[src/rtl/qte_pkg.sv]
// Shared constants, types and tables for the quaternion to Euler angle pipeline.
package qte_pkg;

    localparam int CORDIC_STEPS = 16;
    localparam int ATAN_LEN     = 24;
    localparam int SQ_STEPS     = 29;
    localparam int SQ_TOP       = 56;
    localparam int SW           = 35;
    localparam int CW           = 38;
    localparam int ZW           = 28;
    localparam int SQW          = 58;

    localparam logic signed [SW-1:0] ONE_Q28     = SW'(64'sd268435456);
    localparam logic signed [ZW-1:0] HALF_PI_Q24 = ZW'(64'sd26353589);
    localparam logic signed [ZW-1:0] PI_Q13      = ZW'(64'sd25736);
    localparam logic signed [ZW-1:0] HALF_PI_Q13 = ZW'(64'sd12868);
    localparam logic signed [ZW-1:0] ROUND_Q11   = ZW'(64'sd1024);

    typedef struct packed {
        logic signed [CW-1:0] x;
        logic signed [CW-1:0] y;
        logic signed [ZW-1:0] z;
    } cvec_t;

    typedef struct packed {
        logic [SQW-1:0] rem;
        logic [SQW-1:0] res;
    } sqst_t;

    // atan(2^-i) with 24 fraction bits.
    function automatic logic signed [ZW-1:0] atan_lut(input logic [4:0] i);
        logic signed [ZW-1:0] r;
        begin
            case (i)
                5'd0:  r = ZW'(64'sd13176795);
                5'd1:  r = ZW'(64'sd7778716);
                5'd2:  r = ZW'(64'sd4110060);
                5'd3:  r = ZW'(64'sd2086331);
                5'd4:  r = ZW'(64'sd1047214);
                5'd5:  r = ZW'(64'sd524117);
                5'd6:  r = ZW'(64'sd262123);
                5'd7:  r = ZW'(64'sd131069);
                5'd8:  r = ZW'(64'sd65536);
                5'd9:  r = ZW'(64'sd32768);
                5'd10: r = ZW'(64'sd16384);
                5'd11: r = ZW'(64'sd8192);
                5'd12: r = ZW'(64'sd4096);
                5'd13: r = ZW'(64'sd2048);
                5'd14: r = ZW'(64'sd1024);
                5'd15: r = ZW'(64'sd512);
                5'd16: r = ZW'(64'sd256);
                5'd17: r = ZW'(64'sd128);
                5'd18: r = ZW'(64'sd64);
                5'd19: r = ZW'(64'sd32);
                5'd20: r = ZW'(64'sd16);
                5'd21: r = ZW'(64'sd8);
                5'd22: r = ZW'(64'sd4);
                5'd23: r = ZW'(64'sd2);
                default: r = '0;
            endcase
            return r;
        end
    endfunction

    // Moves a vector with negative x into the right half plane.
    function automatic cvec_t pre_rotate(input logic signed [CW-1:0] ys,
                                         input logic signed [CW-1:0] xc);
        cvec_t v;
        begin
            v.x = xc;
            v.y = ys;
            v.z = '0;
            if (xc[CW-1]) begin
                if (!ys[CW-1]) begin
                    v.x = ys;
                    v.y = -xc;
                    v.z = HALF_PI_Q24;
                end else begin
                    v.x = -ys;
                    v.y = xc;
                    v.z = -HALF_PI_Q24;
                end
            end
            return v;
        end
    endfunction

endpackage

[src/rtl/qte_isqrt_step.sv]
// One registered digit step of the integer square root.
module qte_isqrt_step import qte_pkg::*; (
    input  logic       aclk,
    input  logic       ce,
    input  logic [4:0] step,
    input  sqst_t      st_in,
    output sqst_t      st_out
);

    sqst_t          st_reg;
    sqst_t          st_next;
    logic [5:0]     sh;
    logic [SQW-1:0] bitv;
    logic [SQW-1:0] trial;

    assign sh    = 6'(SQ_TOP) - {step, 1'b0};
    assign bitv  = SQW'(1) << sh;
    assign trial = st_in.res + bitv;

    always_comb begin
        if (st_in.rem >= trial) begin
            st_next.rem = st_in.rem - trial;
            st_next.res = (st_in.res >> 1) + bitv;
        end else begin
            st_next.rem = st_in.rem;
            st_next.res = st_in.res >> 1;
        end
    end

    always_ff @(posedge aclk) begin
        if (ce) begin
            st_reg <= st_next;
        end
    end

    assign st_out = st_reg;

endmodule

[config.mk]
export PLATFORM = sky130hd
export DESIGN_NAME = qte_isqrt_step
export DESIGN_NICKNAME = d
export VERILOG_FILES = /design/src/rtl/qte_pkg.sv /design/src/rtl/qte_isqrt_step.sv
export SDC_FILE = /design/constraint.sdc
export NUM_CORES = 1
export LEC_CHECK = 0
export ABC_AREA = 1
export BUFFER_PORTS_ARGS = -buffer_cell sky130_fd_sc_hd__buf_2
export CORE_AREA = 5 5 211 213
export CTS_CLUSTER_SIZE = 16
export DETAILED_ROUTE_END_ITERATION = 8
export DIE_AREA = 0 0 216 218
export REMOVE_ABC_BUFFERS = 1
export SETUP_SLACK_MARGIN = 0.2
export SYNTH_ARGS = -nofsm -noshare
export SYNTH_HDL_FRONTEND = slang
export SYNTH_SLANG_ARGS = --single-unit
[constraint.sdc]
create_clock -name aclk -period 5.3 [get_ports aclk]
set_input_delay 0.795 -clock aclk [delete_from_list [all_inputs] [get_ports aclk]]
set_output_delay 0.795 -clock aclk [all_outputs]
set_load 0.03 [all_outputs]
### Yosys cells after proc, flatten, opt, wreduce, memory -nomap -nowiden

Cells that the tools add are included.

* add/sub/neg operators: 4
* $lt $le $gt $ge: 1
* shift operators: 1
* muxes and demuxes: 1

Operators with widths (number)
* $mux 116: 1
* $add 57x58->58: 1
* $add 58x58->58: 1
* $ge 58x58->1: 1
* $shl 1x6->58 const A: 1
* $sub 58x58->58: 1
* $sub 6x6->6 const A: 1

* bits in registers: 116
* input port bits: 123
* output and inout bits: 116
* logic and storage cells: 10

### Depth between registers and ports, before layout

Gate-level depths: netlist (run 1).

* word-level depth: 5
* depth in mapped cells: 36
* mapped depth without buffers: 34

### Least setup slack after synthesis (run 1)

No wires, ideal clock.

* path type: input -> register
* start: in step[4]
* end: reg st_reg, in the netlist st_out[113], data pin
* library setup time: 0.253 ns
* data arrival time: 4.505 ns
* setup slack: 0.542 ns
* stages: 26
* buffers on the path: 4
* cells stage by stage: clkbuf_1 -> clkbuf_1 -> nor2_1 -> ha_1 -> nand2_1 -> o21ai_0 -> inv_1 -> nor2_1 -> inv_1 -> o21ai_0 -> inv_1 -> nand2_1 -> nand3b_1 -> xnor2_1 -> ha_1 -> nand2_1 -> nor2_1 -> inv_1 -> nor4_1 -> nand4_1 -> nand3_2 -> inv_2 -> buf_4 -> buf_2 -> nand2_1 -> nand2_1

RTL lines
* start: declaration: line qte_isqrt_step.sv:5 `input logic [4:0] step,`
* end signal: assignment: line qte_isqrt_step.sv:32 `st_reg <= st_next;`
* end: declaration: line qte_isqrt_step.sv:10 `sqst_t st_reg;`

==> reports/metrics.json, run 1 <==
{
  "outcome": {
    "status": "finished clean"
  },
  "global_routing": {
    "grt-ovfl-total": 0,
    "gr_met2_demand_resource_pct": 57.5,
    "use_met1_pct": 39.0,
    "first_global_vias": 21300,
    "track_usage_pct": 33.2,
    "largest_net_degree_at_the_start_of_global_routing": 85,
    "gr_busiest_metal": "met2",
    "initial_antenna_violation_count": 0,
    "gr_util_met3_pct": 4.04,
    "first_pass_grt_wire_length_mm": 119
  },
  "job": {
    "max-cap-violations": 0
  },
  "clocking": {
    "htree_num_levels": 4,
    "tritoncts": "yes",
    "clockRootBuffer": "sky130_fd_sc_hd__clkbuf_16",
    "cts_num_sinks": 116,
    "clock_tree.buffer_depth": 2,
    "clock_slew_at_reported_path_ffs_ns": 0.06,
    "tritoncts.num_buffers": 17,
    "hold_buffers": 0
  },
  "route": {
    "num_vias": 21800,
    "final_antenna_net_count": 0,
    "avgViaCountPerCell": 5.27,
    "drt-total-wl_mm": 82.1,
    "drt-initial-drc-count": 1797,
    "drc_violation_count_after_routing": 0,
    "drt-wirelength-per-cell_um": 19.9,
    "drt_pre_antenna_iters": 6
  },
  "critical_path": {
    "crit_top_cell": "sky130_fd_sc_hd__nand2_1",
    "crit_family": "compound AO/OA/AOI/OAI gates",
    "crit_path_max_fanout": 6,
    "critical_path_required_ns": 5.51,
    "buffer_and_inverter_count_on_the_worst_path": 8,
    "timing_worst_setup_path_type": "in2reg",
    "worst-endpoint-arrival_ns": 5.18,
    "worst_setup_path_end_kind": "flop",
    "crit_path_start_kind": "input port",
    "cp_slowest_stage_delay_ns": 0.33,
    "critical_path.slowest_cell": "sky130_fd_sc_hd__ha_1"
  },
  "yosys": {
    "synth_enable_flop_cells": 116,
    "synthFlopType": "sky130_fd_sc_hd__edfxtp_1",
    "synth_area_mm2": 0.0167,
    "synth_sequential_area_ratio_pct": 20.8,
    "syn_area_per_cell_um2": 5.88,
    "synth_cells": 2843,
    "asyncSetResetFlopFracSynth_pct": 0,
    "synth.lib_cells_used.distinct": 59,
    "ys.warnings.count": 0,
    "synth-seq-cells": 116
  },
  "power_and_ir_drop": {
    "power.sequential.fraction_pct": 26.9,
    "power.density_cell_area_mw_per_mm2": 188,
    "combinationalPowerShare_pct": 47.2,
    "internal_dissipation_uw": 2650,
    "leakage_uw": 0.0119,
    "power_frac_clock_pct": 25.8,
    "switching_share_pct": 40.6,
    "power.switching_uw": 1820,
    "max-vdd-ir-drop_mv": 0.239
  },
  "worst_hold_path": {
    "hp-class": "in2reg"
  },
  "layout": {
    "post-route-cell-area_mm2": 0.0238,
    "syn2layout_area_growth_pct": 42.2,
    "layout-drive-gt1-share_pct": 28.1,
    "number_of_nets_in_the_finished_design": 3800,
    "antenna_cells_inserted": 0,
    "finish.utilization_pct": 56.0,
    "largest_register_ffs": 116
  },
  "timing": {
    "max_slew.worst_pin.slew_ns": 0.861,
    "post_layout_minimum_cycle_time_ns": 4.97,
    "worst_slew_margin_rel_pct": 42.6,
    "highest_clock_rate_mhz": 201,
    "totalNegativeSetupSlack_ns": 0,
    "period_utilization_pct": 93.7,
    "rsz0062_at_grt": "false",
    "report.final.setup_viol": 0,
    "postLayoutSetupSlackWorst_ns": 0.334,
    "report.final.hold_viol_count": 0,
    "drv_slew": 0
  },
  "floorplan": {
    "die_height_um": 218,
    "floorplan.io_pins": 239,
    "die_area_mm2": 0.0471,
    "initial_utilization_pct": 39.3,
    "design.core.area_mm2": 0.0425,
    "die_w_um": 216,
    "floorplan.rows": 76
  },
  "placement": {
    "globalplace.congestion": 0.989,
    "place_area_mm2": 0.0223,
    "dp_slack_ns": -0.387,
    "quantity_of_i_o_buffers_inserted_on_ports": 238,
    "post-dp-hpwl_mm": 69.8
  }
}
-- timing repair --
action	4_1_cts	5_1_grt
cloned	0	5
pin swaps	0	25
endpoints found under the setup margin	50	116
setup buffers	0	13
gates resized for setup	7	195
-- cell usage after synthesis (24+ instances only) --
master                     count  share of area [%]
sky130_fd_sc_hd__nand2_1     896                 20
sky130_fd_sc_hd__inv_1       432                9.7
sky130_fd_sc_hd__nor2_1      344                7.7
sky130_fd_sc_hd__nand3_1     195                5.8
sky130_fd_sc_hd__o21ai_0     187                5.6
sky130_fd_sc_hd__a21oi_1     140                4.2
sky130_fd_sc_hd__edfxtp_1    116                 21
sky130_fd_sc_hd__ha_1         98                7.3
sky130_fd_sc_hd__nand4_1      52                1.9
sky130_fd_sc_hd__xor2_1       51                2.7
sky130_fd_sc_hd__nor3_1       46                1.4
sky130_fd_sc_hd__xnor2_1      39                2.0
sky130_fd_sc_hd__nand3b_1     24                1.1
-- logic make-up (layout without fill, tap and decap cells) --
kind of cell	Yosys count	in the layout	share of synthesized area (%)
buffers and inverters	474	1219	10.9
flip-flops	116	116	20.8
adder cells (fa/ha/maj)	99	99	7.45
XOR/XNOR	90	90	4.71
AO/OA/AOI/OAI	428	428	14.4
AND/OR/NAND/NOR	1636	1636	41.7
-- metrics by stage --
step	std cells	total power [uW]	hold WS [ns]
2_1_floorplan	2812	2250	0.907
6_report	4134	4470	0.589
3_3_place_gp	4087	3160	1.09
5_1_grt	4134	4690	0.598
3_5_place_dp	4087	3180	1.09
4_1_cts	4116	4340	0.577
-- worst paths after layout --
path / startpoint / to / slack, ns / cells after the start
worst max-delay path: step[1] / st_out[14] / 0.33 / 30
worst min-delay path: st_in[58] / st_out[58] / 0.59 / 3
-- layer usage --
| layer | vias up | part of all wire (%) |
|---|---|---|
| li1 | 10700 | - |
| met1 | 9934 | 40 |
| met2 | 900 | 47 |
| met3 | 233 | 5.7 |
| met4 | 0 | 7.5 |
| met5 | - | 0 |
-- power by group through the flow --
| stage | registers, uW | clock network [uW] | logic (uW) |
|---|---|---|---|
| finish | 1200 | 1150 | 2110 |
| global route | 1210 | 1210 | 2260 |
| CTS | 1210 | 1170 | 1970 |
| detailed placement | 1220 | 0 | 1960 |
| global placement | 1220 | 0 | 1940 |
| floorplan | 1470 | 0 | 775 |
-- layout make-up --
cell class,count,area [um^2]
Inverter,443,1670
Clock buffer,17,425
Sequential cell,116,3480
Fill cell,4341,18700
Clock inverter,12,118
Multi-Input combinational cell,2253,12200
Timing Repair Buffer,747,5230
Tap cell,546,683
-- placed cells by master, fill, tap and decap left out, types with 6 or more instances in the layout --
master,netlist,final
sky130_fd_sc_hd__inv_2,11,14
sky130_fd_sc_hd__a21o_1,15,15
sky130_fd_sc_hd__nor3_1,46,36
sky130_fd_sc_hd__nand3b_1,24,24
sky130_fd_sc_hd__edfxtp_1,116,116
sky130_fd_sc_hd__a21oi_1,140,122
sky130_fd_sc_hd__nor2_2,17,50
sky130_fd_sc_hd__xnor2_1,39,39
sky130_fd_sc_hd__ha_1,98,80
sky130_fd_sc_hd__nor2_1,344,304
sky130_fd_sc_hd__nor3_2,2,11
sky130_fd_sc_hd__nand3_2,7,15
sky130_fd_sc_hd__a21oi_2,1,19
sky130_fd_sc_hd__xor2_2,0,7
sky130_fd_sc_hd__buf_12,0,8
sky130_fd_sc_hd__o21a_1,6,6
sky130_fd_sc_hd__nor4_1,9,7
sky130_fd_sc_hd__inv_1,432,427
sky130_fd_sc_hd__clkinv_2,0,6
sky130_fd_sc_hd__ha_4,0,16
sky130_fd_sc_hd__nand2_2,18,41
sky130_fd_sc_hd__xor2_1,51,44
sky130_fd_sc_hd__o21bai_1,17,16
sky130_fd_sc_hd__a31oi_1,12,10
sky130_fd_sc_hd__nand4_1,52,52
sky130_fd_sc_hd__o21ai_0,187,161
sky130_fd_sc_hd__buf_2,15,235
sky130_fd_sc_hd__nor2_4,3,10
sky130_fd_sc_hd__o21ai_2,8,19
sky130_fd_sc_hd__nand3_1,195,185
sky130_fd_sc_hd__o21ai_1,15,29
sky130_fd_sc_hd__buf_4,3,495
sky130_fd_sc_hd__nand2_1,896,873
sky130_fd_sc_hd__clkbuf_16,0,22
Power figures use the tool's default switching activity.
==> inputs of run 2 (changes only) <==
--- a/config.mk
+++ b/config.mk
@@ -7,12 +7,16 @@
 export LEC_CHECK = 0
 export ABC_AREA = 1
 export BUFFER_PORTS_ARGS = -buffer_cell sky130_fd_sc_hd__buf_2
-export CORE_AREA = 5 5 211 213
+export CELL_PAD_IN_SITES_DETAIL_PLACEMENT = 1
+export CELL_PAD_IN_SITES_GLOBAL_PLACEMENT = 2
+export CORE_AREA = 5 5 239 241
 export CTS_CLUSTER_SIZE = 16
 export DETAILED_ROUTE_END_ITERATION = 8
-export DIE_AREA = 0 0 216 218
+export DIE_AREA = 0 0 244 246
+export PLACE_DENSITY_LB_ADDON = 0.1
 export REMOVE_ABC_BUFFERS = 1
 export SETUP_SLACK_MARGIN = 0.2
+export SLEW_MARGIN = 20
 export SYNTH_ARGS = -nofsm -noshare
 export SYNTH_HDL_FRONTEND = slang
 export SYNTH_SLANG_ARGS = --single-unit
==> run 2 against run 1 <==
Power up 6.5%. Final cell count grew 4.3%. Clock power is 17% higher. Routed wire length is 15% higher.
==> reports/metrics.json, run 2 (synthesis gave the netlist of run 1 again) <==
{
  "clocking": {
    "htree_num_levels": 4,
    "clock_tree.buffer_depth": 2,
    "hold_buffers": 0,
    "tritoncts": "yes",
    "clockRootBuffer": "sky130_fd_sc_hd__clkbuf_16",
    "tritoncts.num_buffers": 17,
    "clock_slew_at_reported_path_ffs_ns": 0.07,
    "cts_num_sinks": 116
  },
  "route": {
    "drt-total-wl_mm": 94.2,
    "drt-initial-drc-count": 1143,
    "final_antenna_net_count": 0,
    "drc_violation_count_after_routing": 0,
    "avgViaCountPerCell": 5.13,
    "num_vias": 22100,
    "drt_pre_antenna_iters": 5,
    "drt-wirelength-per-cell_um": 21.9
  },
  "power_and_ir_drop": {
    "leakage_uw": 0.0120,
    "power.total_uw": 4760,
    "max-vdd-ir-drop_mv": 0.250,
    "power.density_cell_area_mw_per_mm2": 194
  },
  "global_routing": {
    "first_pass_grt_wire_length_mm": 136,
    "initial_antenna_violation_count": 0,
    "first_global_vias": 23500,
    "largest_net_degree_at_the_start_of_global_routing": 77,
    "track_usage_pct": 29.8,
    "grt-ovfl-total": 0
  },
  "layout": {
    "fin_cells": 4311,
    "syn2layout_area_growth_pct": 46.8,
    "layout-drive-gt1-share_pct": 30.3,
    "antenna_cells_inserted": 0,
    "largest_register_ffs": 116,
    "commonest_cells_after_routing_fill_and_taps_aside": "sky130_fd_sc_hd__nand2_1, sky130_fd_sc_hd__buf_4, sky130_fd_sc_hd__inv_1",
    "commonest_non_fill_non_tap_cell_in_the_layout": "sky130_fd_sc_hd__nand2_1",
    "finish.utilization_pct": 44.9,
    "number_of_nets_in_the_finished_design": 3817
  },
  "worst_hold_path": {
    "hold_path_end": "st_out[60]",
    "hp-class": "in2reg",
    "hold_path_startpoint": "st_in[60]",
    "timing.hold.worst_path_depth": 3
  },
  "floorplan": {
    "floorplan.io_pins": 239,
    "design.core.area_mm2": 0.0547,
    "floorplan.rows": 86,
    "die_height_um": 246,
    "die_w_um": 244,
    "initial_utilization_pct": 30.6,
    "die_area_mm2": 0.0600
  },
  "critical_path": {
    "timing_worst_setup_path_type": "in2reg",
    "critical_path.slowest_cell": "sky130_fd_sc_hd__ha_2",
    "worst_setup_path_end_kind": "flop",
    "critical_path_required_ns": 5.55,
    "cp_slowest_stage_delay_ns": 0.41,
    "crit_path_start_kind": "input port",
    "crit_path_max_fanout": 23,
    "crit_top_cell": "sky130_fd_sc_hd__nand2_1",
    "worst-endpoint-arrival_ns": 5.25
  },
  "placement": {
    "post-dp-hpwl_mm": 80.0,
    "dp.cells": 4258,
    "quantity_of_i_o_buffers_inserted_on_ports": 238,
    "globalplace.congestion": 0.962
  },
  "timing": {
    "report.final.setup_viol": 0,
    "post_layout_minimum_cycle_time_ns": 5.00,
    "drv_slew": 0,
    "highest_clock_rate_mhz": 200,
    "report.final.hold_viol_count": 0,
    "worst_slew_margin_rel_pct": 46.4,
    "max_slew.worst_pin.slew_ns": 0.805,
    "rsz0062_at_grt": "true",
    "period_utilization_pct": 94.4
  },
  "outcome": {
    "status": "finished clean"
  },
  "job": {
    "max-cap-violations": 0
  }
}
run 2: worst max path at each step:
stage	start	end	slack, ns	cells after the start
3_5_place_dp	step[1]	st_out[11]	-0.64	30
5_1_grt	step[1]	st_out[31]	0.06	36
4_1_cts	step[1]	st_out[35]	0.21	29
6_report	step[2]	st_out[11]	0.30	31
2_1_floorplan	step[4]	st_out[106]	-1.26	25
3_3_place_gp	step[1]	st_out[49]	-0.57	31
run 2: repair_timing:
action,in CTS,in global routing
gates resized for setup,29,258
endpoints found under the setup margin,116,116
pin swaps,2,40
buffers inserted,1,17
gates cloned,0,4
run 2: where the power goes:
part           switching [uW]  leakage [uW]  internal, uW
clock                     528      0.000298           826
sequential               33.4       0.00113          1170
combinational            1380        0.0106           826
total                    1940        0.0120          2820
run 2: cell type report:
type	count	area [um^2]
Clock buffer	17	425
Fill cell	7406	30100
Inverter	443	1670
Clock inverter	14	211
Multi-Input combinational cell	2253	12500
Timing Repair Buffer	764	5330
Sequential cell	116	3480
Tap cell	704	881
run 2: metrics by stage:
stage / setup WS [ns] / setup TNS, ns / hold slack (ns) / instance area, um^2
final: 0.295 / 0 / 0.614 / 24600
after global routing: 0.0637 / 0 / 0.608 / 24600
after CTS: 0.205 / 0 / 0.583 / 23300
after detailed placement: -0.636 / -66.58 / 1.10 / 22500
after global placement: -0.570 / -60.91 / 1.09 / 22500
after floorplan: -1.26 / -88.04 / 0.907 / 16600
run 2: metal layers:
metal  up-vias  GRT usage [%]  wire length (um)
met2       520           54.1             46900
met3       204           2.89              2950
met1     10700           34.6             38700
met5         -              0                 0
li1      10700              -                 -
met4         0           16.1              5700
run 2: critical path, delay by kind of cell:
| family | cells | cell delay, ns |
|---|---|---|
| buffers and inverters | 8 | 1.07 |
| AO/OA/AOI/OAI | 4 | 0.68 |
| adder cells (fa/ha/maj) | 2 | 0.70 |
| AND/OR/NAND/NOR | 17 | 1.96 |
==> inputs of run 3 (changes only) <==
--- a/config.mk
+++ b/config.mk
@@ -8,11 +8,11 @@
 export ABC_AREA = 1
 export BUFFER_PORTS_ARGS = -buffer_cell sky130_fd_sc_hd__buf_2
 export CELL_PAD_IN_SITES_DETAIL_PLACEMENT = 1
-export CELL_PAD_IN_SITES_GLOBAL_PLACEMENT = 2
-export CORE_AREA = 5 5 239 241
+export CELL_PAD_IN_SITES_GLOBAL_PLACEMENT = 1
+export CORE_AREA = 5 5 211 213
 export CTS_CLUSTER_SIZE = 16
 export DETAILED_ROUTE_END_ITERATION = 8
-export DIE_AREA = 0 0 244 246
+export DIE_AREA = 0 0 216 218
 export PLACE_DENSITY_LB_ADDON = 0.1
 export REMOVE_ABC_BUFFERS = 1
 export SETUP_SLACK_MARGIN = 0.2
==> run 3 against run 2 <==
Final cell count shrank 4.4%. Critical path type unchanged. Setup slack lost 0.16 ns. Flip-flop and latch count is the same. Sequential share of layout area grew 0.20 points. Hold slack gained 0.0045 ns. Die area shrank 22%. Maximum frequency shrank 3.1%. Design area shrank 1.4%. Power shrank 2.3%. Routed wire length grew 2.4%. Largest power group unchanged. Highest routed layer unchanged. Clock-buffer cell count grew 1. Critical path depth grew 1. Largest cell class unchanged.
==> reports/metrics.json, run 3 (synthesis gave the netlist of run 1 again) <==
{
  "critical_path": {
    "critical_path.slowest_cell": "sky130_fd_sc_hd__ha_1",
    "setup.worst_path.start": "step[2]",
    "worst-endpoint-arrival_ns": 5.40,
    "crit_path_max_fanout": 16,
    "worst_setup_path_end_kind": "flop",
    "crit_top_cell": "sky130_fd_sc_hd__nand2_1",
    "cp_slowest_stage_delay_ns": 0.36,
    "timing_worst_setup_path_type": "in2reg",
    "critical_path_required_ns": 5.54,
    "crit_path_start_kind": "input port"
  },
  "layout": {
    "syn2layout_area_growth_pct": 44.7,
    "commonest_non_fill_non_tap_cell_in_the_layout": "sky130_fd_sc_hd__nand2_1",
    "finish.utilization_pct": 56.9,
    "number_of_nets_in_the_finished_design": 3786,
    "layout-drive-gt1-share_pct": 30.5,
    "largest_register_ffs": 116,
    "commonest_cells_after_routing_fill_and_taps_aside": "sky130_fd_sc_hd__nand2_1, sky130_fd_sc_hd__buf_4, sky130_fd_sc_hd__inv_1",
    "post-route-cell-area_mm2": 0.0242
  },
  "clocking": {
    "clockRootBuffer": "sky130_fd_sc_hd__clkbuf_16",
    "cts_num_sinks": 116,
    "tritoncts.num_buffers": 17,
    "clock_tree.buffer_depth": 2,
    "htree_num_levels": 4,
    "tritoncts": "yes",
    "clock_slew_at_reported_path_ffs_ns": 0.06
  },
  "timing": {
    "highest_clock_rate_mhz": 194,
    "worst_slew_margin_rel_pct": 40.3,
    "report.final.hold_viol_count": 0,
    "report.final.setup_viol": 0,
    "rsz0062_at_grt": "true",
    "max_slew.worst_pin.slew_ns": 0.895,
    "post_layout_minimum_cycle_time_ns": 5.17,
    "drv_slew": 0,
    "hold-worst-slack_ns": 0.618,
    "period_utilization_pct": 97.5,
    "postLayoutSetupSlackWorst_ns": 0.134
  },
  "floorplan": {
    "die_height_um": 218,
    "initial_utilization_pct": 39.3,
    "die_w_um": 216,
    "floorplan.io_pins": 239,
    "design.core.area_mm2": 0.0425,
    "die_area_mm2": 0.0471,
    "floorplan.rows": 76
  },
  "worst_hold_path": {
    "hp-class": "in2reg",
    "hold_path_startpoint": "st_in[66]",
    "timing.hold.worst_path_depth": 3,
    "hold_path_end": "st_out[66]"
  },
  "global_routing": {
    "first_pass_grt_wire_length_mm": 135,
    "largest_net_degree_at_the_start_of_global_routing": 62,
    "grt-ovfl-total": 0,
    "first_global_vias": 24400,
    "track_usage_pct": 37.1,
    "initial_antenna_violation_count": 1
  },
  "outcome": {
    "status": "finished clean"
  },
  "route": {
    "drt-total-wl_mm": 96.5,
    "drt_pre_antenna_iters": 5,
    "final_antenna_net_count": 0,
    "num_vias": 23400,
    "drc_violation_count_after_routing": 0,
    "drt-wirelength-per-cell_um": 23.4,
    "avgViaCountPerCell": 5.66,
    "drt-initial-drc-count": 1795
  },
  "placement": {
    "quantity_of_i_o_buffers_inserted_on_ports": 238,
    "place_area_mm2": 0.0221,
    "globalplace.congestion": 1.05,
    "post-dp-hpwl_mm": 77.0,
    "dp_slack_ns": -0.713
  },
  "power_and_ir_drop": {
    "max-vdd-ir-drop_mv": 0.218,
    "leakage_uw": 0.0119,
    "power.density_cell_area_mw_per_mm2": 192
  },
  "job": {
    "max-cap-violations": 0
  }
}
-- run 3: worst max-delay path by stage --
stage                       end  cells past startpoint  slack (ns)
floorplan           st_out[106]                     25       -1.26
global placement     st_out[58]                     31       -0.62
detailed placement   st_out[75]                     33       -0.71
CTS                  st_out[75]                     33        0.20
global route         st_out[26]                     33       -0.09
finish               st_out[26]                     32        0.13
-- run 3: critical path: cells and delay by family --
family,cells,cell delay (ns)
AOI/OAI and AO/OA,8,1.43
adders and majority gates,2,0.50
buffers and inverters,11,1.38
and+or+nand+nor,11,1.28
-- run 3: final cells by class --
class,instances,area [um^2]
clock inverter,13,118
inverter,443,1670
multi-input combinational,2253,12700
sequential,116,3480
tap,546,683
fill,5893,18300
timing repair buffer,733,5160
clock buffer,18,429
antenna,1,2.50
-- run 3: stage by stage --
stage	TNS [ns]	instances	power [uW]
2_1_floorplan	-88.04	2812	2250
3_3_place_gp	-64.07	4062	3150
3_5_place_dp	-66.44	4062	3230
4_1_cts	0	4097	4420
5_1_grt	-1.53	4123	4820
6_report	0	4123	4650
-- run 3: report_power, final --
part | switching, uW | internal, uW
combinational | 1450 | 833
clock | 482 | 673
sequential | 35.9 | 1170
total | 1970 | 2680
-- run 3: repair_timing --
| action | CTS | global route |
|---|---|---|
| cloned | 0 | 4 |
| gates resized for setup | 74 | 262 |
| hold buffers | 0 | 0 |
| buffers inserted | 4 | 21 |
| pin swaps | 11 | 43 |
| endpoints found under the hold margin | 0 | 0 |
| endpoints found under the setup margin | 116 | 116 |
-- run 3: per-layer routing --
metal	vias up	GRT usage (%)	share of wire (%)
met5	-	0	0
met4	0	23.6	8.6
met3	397	4.37	5.4
met2	1042	67.1	49
met1	11200	41.3	37
li1	10700	-	-
